### config.mk
export PLATFORM = sky130hd
export DESIGN_NAME = wasm_section_header_scanner_unit
export DESIGN_NICKNAME = d
export VERILOG_FILES = /design/src/hdl/wssh_pkg.sv /design/src/hdl/wssh_front.sv /design/src/hdl/wssh_queue.sv /design/src/hdl/wssh_back.sv /design/src/hdl/wasm_section_header_scanner_unit.sv
export SDC_FILE = /design/constraint.sdc
export NUM_CORES = 1
export LEC_CHECK = 0
export BUFFER_PORTS_ARGS = -buffer_cell sky130_fd_sc_hd__buf_2
export CORE_UTILIZATION = 30
export CTS_CLUSTER_DIAMETER = 100
export CTS_CLUSTER_SIZE = 10
export DETAILED_ROUTE_END_ITERATION = 6
export SETUP_SLACK_MARGIN = 0.1
export SKIP_CTS_REPAIR_TIMING = 1
export SLEW_MARGIN = 20
export SYNTH_ARGS = -nofsm -noshare
export SYNTH_HDL_FRONTEND = slang
export SYNTH_HIERARCHICAL = 1
export SYNTH_SLANG_ARGS = --single-unit
### constraint.sdc
create_clock -name clk -period 16.4 [get_ports clk]
set_clock_uncertainty 0.15 [all_clocks]
set_input_delay 1.64 -clock clk [delete_from_list [all_inputs] [get_ports clk]]
set_output_delay 1.64 -clock clk [all_outputs]
set_load 0.03 [all_outputs]
### src/hdl/wssh_pkg.sv
// Shared types and constants for the WebAssembly section header scanner.
`default_nettype none
package wssh_pkg;

	typedef enum logic [2:0] {
		PH_MAGIC,
		PH_VERSION,
		PH_TYPE,
		PH_SIZE,
		PH_BODY,
		PH_HALT
	} phase_t;

	typedef enum logic [2:0] {
		FLT_NONE      = 3'd0,
		FLT_MAGIC     = 3'd1,
		FLT_VERSION   = 3'd2,
		FLT_TRUNCATED = 3'd3,
		FLT_ORDER     = 3'd4,
		FLT_UNKNOWN   = 3'd5,
		FLT_OVERRUN   = 3'd6,
		FLT_VARINT    = 3'd7
	} fault_t;

	localparam logic [1:0] REC_SECTION = 2'd0;
	localparam logic [1:0] REC_ACCEPT  = 2'd1;
	localparam logic [1:0] REC_REJECT  = 2'd2;

	localparam logic [2:0] LEB_LAST_STEP = 3'd4;

	localparam int QDEPTH = 4;
	localparam int QPTR_W = $clog2(QDEPTH);
	localparam int QCNT_W = $clog2(QDEPTH + 1);

	localparam int TDATA_W = 80;

	localparam logic [31:0] MAGIC_RESET   = 32'h6D73_6100;
	localparam logic [31:0] VERSION_RESET = 32'h0000_0001;

	localparam logic [2:0] ADDR_MAGIC   = 3'd0;
	localparam logic [2:0] ADDR_VERSION = 3'd4;

	typedef struct packed {
		logic        sect_valid;
		logic [7:0]  section_kind;
		logic [31:0] section_length;
		logic [31:0] body_position;
		logic        verdict_valid;
		fault_t      fault_code;
	} rec_entry_t;

endpackage
`default_nettype wire

### src/hdl/wssh_front.sv
// Front end: per-byte header, type, size and body tracking; builds record entries.
`default_nettype none
module wssh_front
	import wssh_pkg::*;
#(
	parameter int MAX_SECTION_KIND = 11
) (
	input  wire logic        clk,
	input  wire logic        arst_n,
	input  wire logic        take,
	input  wire logic [7:0]  data_byte,
	input  wire logic        end_of_module,
	input  wire logic [31:0] expected_magic,
	input  wire logic [31:0] expected_version,
	output logic             push,
	output rec_entry_t       entry
);

	localparam logic [7:0] MAX_KIND = 8'(MAX_SECTION_KIND);

	phase_t      phase_q, phase_n;
	logic [31:0] word_q, word_n, word_acc;
	logic [1:0]  cnt_q, cnt_n;
	logic [31:0] acc_q, acc_n, acc_add;
	logic [2:0]  step_q, step_n;
	logic [5:0]  shamt;
	logic [31:0] rem_q, rem_n;
	logic [7:0]  cur_q, cur_n;
	logic [3:0]  prev_q, prev_n;
	logic [31:0] pos_q, pos_n;
	fault_t      fault_q, fault_n, code;
	logic        sect_v;
	logic [31:0] want;

	always_comb begin
		phase_n  = phase_q;
		word_n   = word_q;
		cnt_n    = cnt_q;
		acc_n    = acc_q;
		step_n   = step_q;
		rem_n    = rem_q;
		cur_n    = cur_q;
		prev_n   = prev_q;
		pos_n    = pos_q + 32'd1;
		fault_n  = fault_q;
		sect_v   = 1'b0;
		code     = FLT_NONE;
		word_acc = word_q | ({24'd0, data_byte} << {cnt_q, 3'b000});
		shamt    = {step_q, 3'b000} - {3'b000, step_q};
		acc_add  = {25'd0, data_byte[6:0]} << shamt;
		want     = (phase_q == PH_MAGIC) ? expected_magic : expected_version;

		case (phase_q)
			PH_MAGIC, PH_VERSION: begin
				cnt_n  = cnt_q + 2'd1;
				word_n = word_acc;
				if (cnt_q == 2'd3) begin
					word_n = '0;
					if (word_acc == want) begin
						phase_n = (phase_q == PH_MAGIC) ? PH_VERSION : PH_TYPE;
					end else begin
						fault_n = (phase_q == PH_MAGIC) ? FLT_MAGIC : FLT_VERSION;
						phase_n = PH_HALT;
					end
				end
			end
			PH_TYPE: begin
				if (data_byte > MAX_KIND) begin
					fault_n = FLT_UNKNOWN;
					phase_n = PH_HALT;
				end else if (data_byte != 8'd0 && data_byte <= {4'd0, prev_q}) begin
					fault_n = FLT_ORDER;
					phase_n = PH_HALT;
				end else begin
					cur_n = data_byte;
					if (data_byte != 8'd0) begin
						prev_n = data_byte[3:0];
					end
					acc_n   = '0;
					step_n  = '0;
					phase_n = PH_SIZE;
				end
			end
			PH_SIZE: begin
				if (step_q == LEB_LAST_STEP && data_byte[7:4] != 4'd0) begin
					fault_n = FLT_VARINT;
					phase_n = PH_HALT;
				end else begin
					acc_n = acc_q | acc_add;
					if (data_byte[7]) begin
						step_n = step_q + 3'd1;
					end else begin
						sect_v  = 1'b1;
						rem_n   = acc_n;
						phase_n = (acc_n != 32'd0) ? PH_BODY : PH_TYPE;
					end
				end
			end
			PH_BODY: begin
				rem_n = rem_q - 32'd1;
				if (rem_n == 32'd0) begin
					phase_n = PH_TYPE;
				end
			end
			default: begin
			end
		endcase

		if (end_of_module) begin
			code = fault_n;
			if (code == FLT_NONE && phase_n != PH_TYPE) begin
				code = (phase_n == PH_BODY) ? FLT_OVERRUN : FLT_TRUNCATED;
			end
		end

		entry.sect_valid     = sect_v;
		entry.section_kind   = cur_q;
		entry.section_length = acc_n;
		entry.body_position  = pos_q + 32'd1;
		entry.verdict_valid  = end_of_module;
		entry.fault_code     = code;
		push = take && (sect_v || end_of_module);

		if (end_of_module) begin
			phase_n = PH_MAGIC;
			word_n  = '0;
			cnt_n   = '0;
			acc_n   = '0;
			step_n  = '0;
			rem_n   = '0;
			cur_n   = '0;
			prev_n  = '0;
			pos_n   = '0;
			fault_n = FLT_NONE;
		end
	end

	always_ff @(posedge clk or negedge arst_n) begin
		if (!arst_n) begin
			phase_q <= PH_MAGIC;
			word_q  <= '0;
			cnt_q   <= '0;
			acc_q   <= '0;
			step_q  <= '0;
			rem_q   <= '0;
			cur_q   <= '0;
			prev_q  <= '0;
			pos_q   <= '0;
			fault_q <= FLT_NONE;
		end else if (take) begin
			phase_q <= phase_n;
			word_q  <= word_n;
			cnt_q   <= cnt_n;
			acc_q   <= acc_n;
			step_q  <= step_n;
			rem_q   <= rem_n;
			cur_q   <= cur_n;
			prev_q  <= prev_n;
			pos_q   <= pos_n;
			fault_q <= fault_n;
		end
	end

endmodule
`default_nettype wire

### src/hdl/wssh_queue.sv
// Short record queue between the front end and the output stage.
`default_nettype none
module wssh_queue
	import wssh_pkg::*;
(
	input  wire logic        clk,
	input  wire logic        arst_n,
	input  wire logic        push,
	input  wire rec_entry_t  push_entry,
	input  wire logic        pop,
	output rec_entry_t       head,
	output logic             not_empty,
	output logic             not_full
);

	rec_entry_t         mem_q [QDEPTH];
	logic [QPTR_W-1:0]  wptr_q, rptr_q;
	logic [QCNT_W-1:0]  count_q;

	assign not_empty = count_q != '0;
	assign not_full  = count_q != QCNT_W'(QDEPTH);
	assign head      = mem_q[rptr_q];

	always_ff @(posedge clk) begin
		if (push) begin
			mem_q[wptr_q] <= push_entry;
		end
	end

	always_ff @(posedge clk or negedge arst_n) begin
		if (!arst_n) begin
			wptr_q  <= '0;
			rptr_q  <= '0;
			count_q <= '0;
		end else begin
			if (push) begin
				wptr_q <= wptr_q + QPTR_W'(1);
			end
			if (pop) begin
				rptr_q <= rptr_q + QPTR_W'(1);
			end
			case ({push, pop})
				2'b10:   count_q <= count_q + QCNT_W'(1);
				2'b01:   count_q <= count_q - QCNT_W'(1);
				default: count_q <= count_q;
			endcase
		end
	end

endmodule
`default_nettype wire

### src/hdl/wssh_back.sv
// Output stage: expands a queued entry into section and verdict transfers.
`default_nettype none
module wssh_back
	import wssh_pkg::*;
(
	input  wire logic          clk,
	input  wire logic          arst_n,
	input  wire rec_entry_t    head,
	input  wire logic          head_valid,
	output logic               pop,
	output logic               out_valid,
	input  wire logic          out_ready,
	output logic [TDATA_W-1:0] out_data,
	output logic [1:0]         out_kind,
	output logic               out_last
);

	rec_entry_t entry_q;
	logic       sect_pend_q, verd_pend_q;
	logic       xfer, finishing;
	logic [7:0]  kind;
	logic [31:0] len, bpos;
	fault_t      flt;

	assign out_valid = sect_pend_q | verd_pend_q;
	assign xfer      = out_valid && out_ready;
	assign finishing = xfer && !(sect_pend_q && verd_pend_q);
	assign pop       = head_valid && (!out_valid || finishing);

	always_comb begin
		if (sect_pend_q) begin
			out_kind = REC_SECTION;
			kind     = entry_q.section_kind;
			len      = entry_q.section_length;
			bpos     = entry_q.body_position;
			flt      = FLT_NONE;
		end else begin
			out_kind = (entry_q.fault_code == FLT_NONE) ? REC_ACCEPT : REC_REJECT;
			kind     = '0;
			len      = '0;
			bpos     = '0;
			flt      = entry_q.fault_code;
		end
		out_last = !sect_pend_q;
		out_data = {5'd0, flt, bpos, len, kind};
	end

	always_ff @(posedge clk) begin
		if (pop) begin
			entry_q <= head;
		end
	end

	always_ff @(posedge clk or negedge arst_n) begin
		if (!arst_n) begin
			sect_pend_q <= 1'b0;
			verd_pend_q <= 1'b0;
		end else if (pop) begin
			sect_pend_q <= head.sect_valid;
			verd_pend_q <= head.verdict_valid;
		end else if (xfer) begin
			if (sect_pend_q) begin
				sect_pend_q <= 1'b0;
			end else begin
				verd_pend_q <= 1'b0;
			end
		end
	end

endmodule
`default_nettype wire

### src/hdl/wasm_section_header_scanner_unit.sv
// Top level of the WebAssembly section header scanner.
// Usage:
//   Module image bytes enter on the s_axis stream, one byte per transfer, with
//   tlast on the final byte of each module. The m_axis stream carries records:
//   tuser is the record kind (section found, accepted, rejected), tlast marks
//   the verdict record that closes a module.
//   The APB port holds the expected magic (address 0) and version (address 4);
//   write them only while no module is in progress.
// Timing:
//   One byte is accepted per cycle while the record queue has room. A record
//   passes through the record queue and then the output register before it
//   is presented on m_axis. A byte that yields both a section record and a
//   verdict gives two output transfers from one queue entry.
//   A four-entry record queue sits between the byte parser and the output
//   stage; s_axis_tready drops only when that queue is full, so a stalled
//   receiver first fills the queue and then holds the input.
// Reset:
//   arst_n clears the parser to the magic phase, empties the queue and loads
//   the register reset values.
`default_nettype none
module wasm_section_header_scanner_unit
	import wssh_pkg::*;
#(
	parameter int MAX_SECTION_KIND = 11
) (
	input  wire logic               clk,
	input  wire logic               arst_n,
	input  wire logic               s_axis_tvalid,
	output logic                    s_axis_tready,
	input  wire logic [7:0]         s_axis_tdata,  // data_byte
	input  wire logic               s_axis_tlast,
	output logic                    m_axis_tvalid,
	input  wire logic               m_axis_tready,
	// section_kind[7:0], section_length[39:8], body_position[71:40], fault_code[74:72]
	output logic [TDATA_W-1:0]      m_axis_tdata,
	output logic [1:0]              m_axis_tuser,  // record_kind
	output logic                    m_axis_tlast,
	input  wire logic               psel,
	input  wire logic               penable,
	input  wire logic               pwrite,
	input  wire logic [2:0]         paddr,
	input  wire logic [31:0]        pwdata,
	output logic [31:0]             prdata,
	output logic                    pready
);

	logic [31:0] magic_q, version_q;
	logic        take, push, pop, q_not_empty, q_not_full, cfg_wr;
	rec_entry_t  push_entry, head;

	assign pready = 1'b1;
	assign cfg_wr = psel && penable && pwrite && pready;
	assign prdata = paddr[2] ? version_q : magic_q;

	always_ff @(posedge clk or negedge arst_n) begin
		if (!arst_n) begin
			magic_q   <= MAGIC_RESET;
			version_q <= VERSION_RESET;
		end else if (cfg_wr) begin
			case (paddr & ADDR_VERSION)
				ADDR_MAGIC:   magic_q   <= pwdata;
				ADDR_VERSION: version_q <= pwdata;
				default:      magic_q   <= magic_q;
			endcase
		end
	end

	assign s_axis_tready = q_not_full;
	assign take          = s_axis_tvalid && s_axis_tready;

	wssh_front #(
		.MAX_SECTION_KIND(MAX_SECTION_KIND)
	) u_front (
		.clk              (clk),
		.arst_n           (arst_n),
		.take             (take),
		.data_byte        (s_axis_tdata),
		.end_of_module    (s_axis_tlast),
		.expected_magic   (magic_q),
		.expected_version (version_q),
		.push             (push),
		.entry            (push_entry)
	);

	wssh_queue u_queue (
		.clk        (clk),
		.arst_n     (arst_n),
		.push       (push),
		.push_entry (push_entry),
		.pop        (pop),
		.head       (head),
		.not_empty  (q_not_empty),
		.not_full   (q_not_full)
	);

	wssh_back u_back (
		.clk        (clk),
		.arst_n     (arst_n),
		.head       (head),
		.head_valid (q_not_empty),
		.pop        (pop),
		.out_valid  (m_axis_tvalid),
		.out_ready  (m_axis_tready),
		.out_data   (m_axis_tdata),
		.out_kind   (m_axis_tuser),
		.out_last   (m_axis_tlast)
	);

endmodule
`default_nettype wire

==> Word level (Yosys, flattened, before mapping) <==
Memories as Yosys holds them, arrays and structs flattened.
Cells that the tools add are included.
{ "totals": {"regBits": 299, "ramBits": 308, "out_inout_bits": 118, "elab_cells": 169, "mem_count": 1} }
{ "classes": {"add_sub_neg": 9, "magnitude_cmp": 2, "eq_ne": 20, "shifts": 2, "n_mux": 70, "bitwise": 3, "reduce_logical": 41} }
{ "memory_table": {"columns": ["memory", "depth", "word_bits", "rd", "rd_ports_with_merged_regs", "write_ports", "line_no", "source"], "rows": [
  ["u_queue.mem_q", 4, 77, 1, 0, 1, "wssh_queue.sv:16", "rec_entry_t mem_q [QDEPTH];"]
]} }
{ "op_table": {"columns": ["op", "n"], "rows": [
  ["$mux 32", 15],
  ["$pmux 32 s2", 2],
  ["$mux 3", 24],
  ["$or 32x32->32", 2],
  ["$mux 8", 5],
  ["$add 32x1->32 const B", 1],
  ["$eq 32x32->1", 1],
  ["$logic_not 32->1", 1],
  ["$reduce_bool 32->1", 1],
  ["$shl 7x6->32", 1],
  ["$shl 8x5->32", 1],
  ["$sub 32x1->32 const B", 1],
  ["$mux 4", 5],
  ["$ne 3x3->1 const B", 6],
  ["$logic_not 3->1", 4],
  ["$pmux 3 s2", 2],
  ["$pmux 3 s4", 1],
  ["$logic_and 1x1->1", 11],
  ["$mux 1", 10],
  ["$mux 2", 5],
  ["$reduce_bool 2->1", 5],
  ["$eq 3x3->1 const B", 3],
  ["$pmux 3 s3", 1],
  ["$reduce_bool 3->1", 3],
  ["other kinds (22)", 36]
]} }

==> Logic depth before layout (Yosys ltp) <==
Gate-level depths: netlist (run 1).
{ "depth": {"ltp_word": 12, "ltp_mapped": 17, "depth_no_buf": 15} }

==> Modules after synthesis <==
The synthesis (run 1) kept the hierarchy.
{ "modules_own_cells": {"columns": ["mod", "instances", "cells_per_inst", "area_each_um2"], "rows": [
  ["wssh_queue", 1, 439, 11509.8],
  ["wssh_front", 1, 1339, 11115.7],
  ["wssh_back", 1, 181, 2972.9],
  ["wasm_section_header_scanner_unit", 1, 175, 2935.3]
]} }

==> Worst setup path after synthesis (run 1) <==
No wires, ideal clock.
{ "synth_timing": {"path_kind": "input to register", "from": "input m_axis_tready", "to": "register u_queue.count_q[2]", "setup_ps": 79, "t_arrival_ps": 6886, "required_ps": 16171, "path_slack_ps": 9285, "path_stages": 9, "n_path_buf": 0, "path_cell_list": "inv_1 > maj3_2 > nor2b_1 > ha_1 > inv_1 > fa_1 > xor2_1 > nor2_1 > xor2_1"} }
{ "synth_via": {"elab_chain_cells": 6, "word_cells_on_any_way": 8} }
{ "synth_lines": {"columns": ["item", "line_no", "source"], "rows": [
  ["start: declaration", "wasm_section_header_scanner_unit.sv:33", "input wire logic m_axis_tready,"],
  ["$logic_and 1x1->1 *", "wssh_back.sv:26", "assign xfer = out_valid && out_ready;"],
  ["$logic_and 1x1->1 *", "wssh_back.sv:27", "assign finishing = xfer && !(sect_pend_q && verd_pend_q);"],
  ["$logic_or 1x1->1 *", "wssh_back.sv:28", "assign pop = head_valid && (!out_valid || finishing);"],
  ["$logic_and 1x1->1 *", "wssh_back.sv:28", null],
  ["net pop", "wasm_section_header_scanner_unit.sv:48", "logic take, push, pop, q_not_empty, q_not_full, cfg_wr;"],
  ["$eq 2x1->1 or $eq 2x2->1 (tied branches)", "wssh_queue.sv:42", "case ({push, pop})"],
  ["$pmux 3 s2 or $reduce_bool 2->1 (tied branches)", null, null],
  ["end signal: assignment", "wssh_queue.sv:43", "2'b10: count_q <= count_q + QCNT_W'(1);"],
  ["end signal: assignment", "wssh_queue.sv:44", "2'b01: count_q <= count_q - QCNT_W'(1);"],
  ["end signal: assignment", "wssh_queue.sv:45", "default: count_q <= count_q;"],
  ["end: declaration", "wssh_queue.sv:18", "logic [QCNT_W-1:0] count_q;"]
]} }
The timed path passes the listed nets; every way through them passes the cells marked *.
A chain may end at the register's enable or synchronous reset.

==> metrics, run 1 <==
Hold WC Path Type=flip-flop to flip-flop; Final Cycle Share=36.2%; cell area after synthesis=28,500 um^2; outcome=completed; drt first-iter violations=1,519; Synth area leaders=edfxtp_1 40%, dfrtp_1 18%, mux4_2 6.2%, mux2_2 2.8%, nor2_1 2.1%; Min Hold Slack=0.330 ns; RSZ-0062 raised after global routing=no; CTS tree=done; multi-input logic area=10,500 um^2; Final WS setup=10.46 ns; TNS Setup=0 ns; vias per std cell=between 5 and 6; Tmin final=5.94 ns; dpl hpwl=47.6 mm; pwr dens=165 nW/um^2; area share of the largest cell type after synthesis=40.3%; RD Place Congestion=0.894; IO Pins=169; Vias=18,560; synthesis warning total=6; Synth async-reset ratio=36.9%; Die H=310 um; # setup viols final=0; layout cells sized above 1=22.7%; clk buf depth=3; Worst Tran Pin Value=1.03 ns; Power Internal=0.00348 W; Inserted Diodes=0; FF/Latch Area=17,100 um^2; EDFF count, synth=383; Yosys top cell by area=edfxtp_1; Seq pwr share=40.4%; final hold vios=0; Worst-Skew Late Latency=0.63 ns; Worst Reg2Reg Path Length in Cells=13; dpl ws=10.01 ns; achievable frequency=168 MHz; clk sinks=607; Switching Fraction=35.1%; Synth-to-Final Area Change=14.0%; largest net degree at the start of global routing=129; fin. max-slew vios=0; count leader, synth=edfxtp_1; remaining global-route overflow=0; sequential fraction of the synthesis area=60.0%; FILL cells=9,045; clock share of power=between 20% and 30%; Root Buffer=clkbuf_16; # DRC=0; critical path arrival=a little over 6 ns; Die Width=between 300 and 400 um; Crit. End Element=flip-flop; Main synth FF type=edfxtp_1; core area=93,700 um^2; Post-synth top cells=383 x edfxtp_1, 210 x dfrtp_1, 159 x nor2_1; synthesized area per cell=13.4 um^2; Seq cells post-synth=approximately 610; first-pass GRT wire length=114 mm; TritonCTS Buffers=70; clock-pin slew on the worst setup and hold paths=0.06 ns; Pre-antenna DRT Iters=5; crit-path max FO=19; VDD IR-drop max=0.0000926 V; initial antenna violation count=2; CP Launch Type=flip-flop; Syn Inst Count=approximately 2,100; Psw=0.00188 W; Initial Util=30.4%; Leakage=12.5 nW; Comb pwr share=about a third; max-cap check violation count=0; gr usage total=15.3%; critical path type=flip-flop to flip-flop; Final #Nets=about 2,300; hold path depth=2; ANT nets after route=0; # port buffers=160; Yosys cell types=slightly below 100; Die ar.=slightly below 100,000 um^2; site row count=112; WL final=73.8 mm; relative slew slack=30.8%; drt wl/cell=20.7 um; CTS HTree Levels=3; critical path data required time=16.60 ns; vias in the first global route=between 15,000 and 20,000
cell type report:
type                    count  area share [%]
clock inverters             7           0.423
multi-input cells        1335            32.2
well taps                1254            4.82
inverters                  43           0.496
repair buffers            195            3.35
clock buffers             121            6.01
flip-flops and latches    607            52.7
through the flow:
step | utilization, % | instances | total power [W] | area (um^2)
finish | 34.7 | 3562 | 0.00536 | 32500
global route | 34.7 | 3562 | 0.00567 | 32500
CTS | 34.7 | 3562 | 0.00544 | 32500
detailed placement | 32.4 | 3434 | 0.00397 | 30400
global placement | 32.4 | 3434 | 0.00393 | 30400
floorplan | - | 2138 | 0.00348 | 28500
power by group through the flow:
stage / sequential (W) / combinational (W) / clock [W]
after floorplan: 0.00211 / 0.00136 / 0
after global placement: 0.00218 / 0.00175 / 0
after detailed placement: 0.00220 / 0.00178 / 0
after CTS: 0.00217 / 0.00178 / 0.00149
after global routing: 0.00220 / 0.00192 / 0.00155
final: 0.00216 / 0.00175 / 0.00144
kinds of logic after synthesis:
kind of cell / after synthesis / share of synthesized area, %
compound gates: 494 / 11.6
simple gates: 580 / 11.6
xor+xnor: 45 / 1.38
buf+inv: 196 / 3.51
mux: 192 / 11.0
other cells: 2 / 0.0263
flops: 607 / 60.0
fa+ha+maj: 18 / 0.811
final timing paths:
check	endpoint	startpoint	slack, ns
worst min-delay path	u_front/prev_q[2]$_DFFE_PN0P_	u_front/prev_q[2]$_DFFE_PN0P_	0.33
worst max register to register	u_queue/mem_q[0][1]$_DFFE_PP_	u_front/step_q[1]$_DFFE_PN0P_	10.46
min in group asynchronous	u_front/rem_q[10]$_DFFE_PN0P_	arst_n	0.89
max in group asynchronous	u_back/sect_pend_q$_DFFE_PN0P_	arst_n	13.82
worst min register to register	u_front/prev_q[2]$_DFFE_PN0P_	u_front/prev_q[2]$_DFFE_PN0P_	0.33
worst max-delay path	u_queue/mem_q[0][1]$_DFFE_PP_	u_front/step_q[1]$_DFFE_PN0P_	10.46
critical path: stages (launching register included):
cell and delay, ns:
dfrtp_1 0.64, inv_1 0.17, ha_1 0.35, ha_1 0.75
clkinv_1 0.45, a22o_1 0.34, a221oi_1 0.58, nand2_1 0.08
or4_1 0.54, nor4_1 0.59, o21ai_0 0.17, a31o_2 0.27
o311a_1 0.33, o21a_1 0.24
registers in the layout, summed over array words and instances, names as in the netlist, 3 cells and up:
name	count
magic_q	32
u_back/entry_q	75
u_front/acc_q	32
u_front/cur_q	8
u_front/fault_q	3
u_front/phase_q	3
u_front/pos_q	32
u_front/prev_q	4
u_front/rem_q	32
u_front/step_q	3
u_front/word_q	32
u_queue/count_q	3
u_queue/mem_q	308
version_q	32
cell usage in the layout (no fill, tap or decap), types with 23 or more instances in the layout:
master / count
mux4_2: 79
nand3_1: 37
clkbuf_16: 70
a21oi_1: 117
inv_1: 41
o31ai_1: 26
mux2_4: 30
o21ai_0: 101
nor4b_1: 25
a31oi_1: 25
xnor2_1: 23
nand2_1: 72
and2_1: 84
buf_4: 33
mux2_2: 70
a22o_1: 60
dfrtp_1: 204
clkbuf_1: 50
nor3_1: 30
nor2_1: 157
buf_2: 159
edfxtp_1: 383
per-layer routing:
metal	track usage, %	up-vias	part of all wire, %
met5	0	-	0.015
met4	4.55	2	2.0
met2	26.2	543	50
met1	20.0	9491	43
li1	-	8423	-
met3	2.36	101	4.7
Power figures use the tool's default switching activity.
==> run 2, diff against run 1 <==
--- a/config.mk
+++ b/config.mk
@@ -5,6 +5,7 @@
 export SDC_FILE = /design/constraint.sdc
 export NUM_CORES = 1
 export LEC_CHECK = 0
+export ABC_AREA = 1
 export BUFFER_PORTS_ARGS = -buffer_cell sky130_fd_sc_hd__buf_2
 export CORE_UTILIZATION = 30
 export CTS_CLUSTER_DIAMETER = 100
==> constraint.sdc (replaced) <==
create_clock -name clk -period 5.75 [get_ports clk]
set_clock_uncertainty 0.15 [all_clocks]
set_input_delay 0.575 -clock clk [delete_from_list [all_inputs] [get_ports clk]]
set_output_delay 0.575 -clock clk [all_outputs]
set_load 0.03 [all_outputs]
==> metrics, run 2 <==
most frequent cells in the layout=1,057 x nand2_1, 512 x inv_1, 383 x edfxtp_1, 243 x nand3_1, 207 x dfrtp_1; critical path arrival=4.60 ns; flop-to-flop setup slack=1.38 ns; RSZ-0062 raised after global routing=no; initial antenna violation count=6; gr usage total=about 15%; CTS HTree Levels=3; Synth area leaders=edfxtp_1 38%, dfrtp_1 17%, nand2_1 13%, inv_1 6.4%, o211ai_1 4.2%; RD Place Congestion=around 0.88; Tmin final=4.37 ns; IO Pins=169; remaining global-route overflow=0; synthesis warning total=6; outcome=completed; most common cell after layout, fill and taps aside=nand2_1; # port buffers=160; Initial Util=a little under a third; TritonCTS Buffers=71; EDFF count, synth=383; vias in the first global route=21,479; first-pass GRT wire length=about 120 mm; clk sinks=607; crit-path max FO=15; Final Util=34.5%; Die Width=roughly 320 um; core area=99,000 um^2; Die H=319 um; Max stage delay on crit path=0.55 ns; site row count=between 100 and 150; CP most frequent cell=nand2_1; cell area after synthesis=slightly above 30,000 um^2; Synth-to-Final Area Change=13.2%; synthesized area per cell=8.84 um^2; Leakage=about 16 nW; count leader, synth=nand2_1; number of flip-flops in the largest register=308; clk buf depth=3; dpl hpwl=around 49 mm; sequential fraction of the synthesis area=56.8%; Crit. End Element=flip-flop; Most flops, register=u_queue/mem_q; final hold vios=0; Worst-Skew Late Latency=between 0.6 and 0.7 ns; largest net degree at the start of global routing=about 200; crit-path cells=inv_2, ha_1, ha_1, inv_1, nand3_1, nand2_1, nand2_1, o21ai_0, inv_1, nand2_1, nor2_1, nand2_1, nor2_1, nand2_1, nand2_1, nand2_1, nand2_1, nand2_1, nand3_1, nor2_1, nor2_1, nor2_1; Critical path buffers and inverters=3; layout cells sized above 1=9.94%; clock-pin slew on the worst setup and hold paths=0.06 ns; Root Buffer=clkbuf_16; Worst Tran Pin Value=about 1.1 ns; ANT nets after route=0; Yosys cell types=54; vias per std cell=4.65; CTS tree=done; Yosys top cell by area=edfxtp_1; critical path type=flip-flop to flip-flop; Seq cells post-synth=607; family with the most delay on the worst path=simple AND/OR/NAND/NOR gates; Vias=22,600; multi-input logic area=between 10,000 and 15,000 um^2; dpl ws=approximately 1.5 ns; Final Cycle Share=75.9%; Pre-antenna DRT Iters=5; TNS Setup=0 ns; Syn Inst Count=3,410; Main synth FF type=edfxtp_1; drt first-iter violations=1,602; CP Launch Type=flip-flop; relative slew slack=28.5%; # setup viols final=0; WL final=about 76 mm; biggest regs=u_queue/mem_q: 308 flops, u_back/entry_q: 75 flops; pwr dens=475 nW/um^2; # DRC=0; FILL cells=10,123; Final WS setup=1.38 ns; drt wl/cell=15.7 um; FF/Latch Area=17,100 um^2; area share of the largest cell type after synthesis=38.1%; VDD IR-drop max=0.000259 V; Hold WC Path Type=input port to flip-flop; critical path data required time=5.98 ns; Final #Nets=3,581; Synth async-reset ratio=36.9%; Die ar.=102,000 um^2; achievable frequency=229 MHz; max-cap check violation count=0; Post-synth top cells=1,058 x nand2_1, 518 x inv_1, 383 x edfxtp_1; critical path's slowest cell=dfrtp_1; fin. max-slew vios=0
-- run 2: cell types whose count changed after synthesis, moves of 79 or more --
cell	previous run	this run
a21oi_1	117	26
nand3_1	37	243
o211ai_1	17	167
nand2_1	72	1058
mux4_2	79	0
inv_1	41	518
and2_1	88	2
-- run 2: per-layer routing --
| layer | up-vias | share of wire [%] | wire [um] | track usage (%) |
|---|---|---|---|---|
| met5 | - | 0.049 | 37 | 0 |
| li1 | 11347 | - | - | - |
| met2 | 540 | 48 | 36200 | 25.0 |
| met4 | 6 | 2.3 | 1740 | 4.37 |
| met1 | 10602 | 45 | 34500 | 20.0 |
| met3 | 105 | 4.7 | 3580 | 2.28 |
-- run 2: layout make-up --
type	count	share of cell area (%)
tap	1287	4.72
clock inverter	9	0.436
multi-input combinational	2106	29.6
antenna	1	0.00733
clock buffer	121	5.84
timing repair buffer	194	3.31
inverter	533	5.88
sequential	607	50.2
-- run 2: cell families after synthesis --
group	Yosys count	synth area share (%)
and+or+nand+nor	1582	21.7
buffers and inverters	701	9.78
DFF	607	56.8
AOI/OAI and AO/OA	460	9.80
xor gates and xnor gates	41	1.19
adders and majority gates	17	0.730
other	2	0.0249
-- run 2: tightest hold or removal path, delay by kind of cell --
family | cells | cell delay, ns
buf+inv | 1 | 0.10
simple gates | 2 | 0.12
-- run 2: metrics by stage --
stage               total power [W]  hold slack [ns]  instance area [um^2]  cells
global route                 0.0174          0.00842                 34100   4857
floorplan                    0.0106            0.129                 30200   3414
detailed placement           0.0122            0.314                 32000   4726
CTS                          0.0165           -0.120                 34100   4856
global placement             0.0121            0.312                 32000   4726
finish                       0.0162           0.0204                 34100   4858
-- run 2: final timing paths --
path,from,to,depth (start not counted)
max in group asynchronous,arst_n,u_queue/rptr_q[0]$_DFFE_PN0P_,3
setup / recovery,u_front/step_q[0]$_DFFE_PN0P_,u_queue/mem_q[2][2]$_DFFE_PP_,22
hold reg to reg,magic_q[13]$_DFFE_PN1P_,magic_q[13]$_DFFE_PN1P_,2
hold / removal,pwdata[27],magic_q[27]$_DFFE_PN1P_,3
min in group asynchronous,arst_n,version_q[16]$_DFFE_PN0P_,2
setup reg to reg,u_front/step_q[0]$_DFFE_PN0P_,u_queue/mem_q[2][2]$_DFFE_PP_,22
-- run 2: report_power, final --
group	switching (W)	leakage [nW]	internal [W]
logic	0.00424	8.17	0.00168
registers	0.000418	6.58	0.00567
clock network	0.00183	1.01	0.00239
total	0.00649	15.8	0.00974
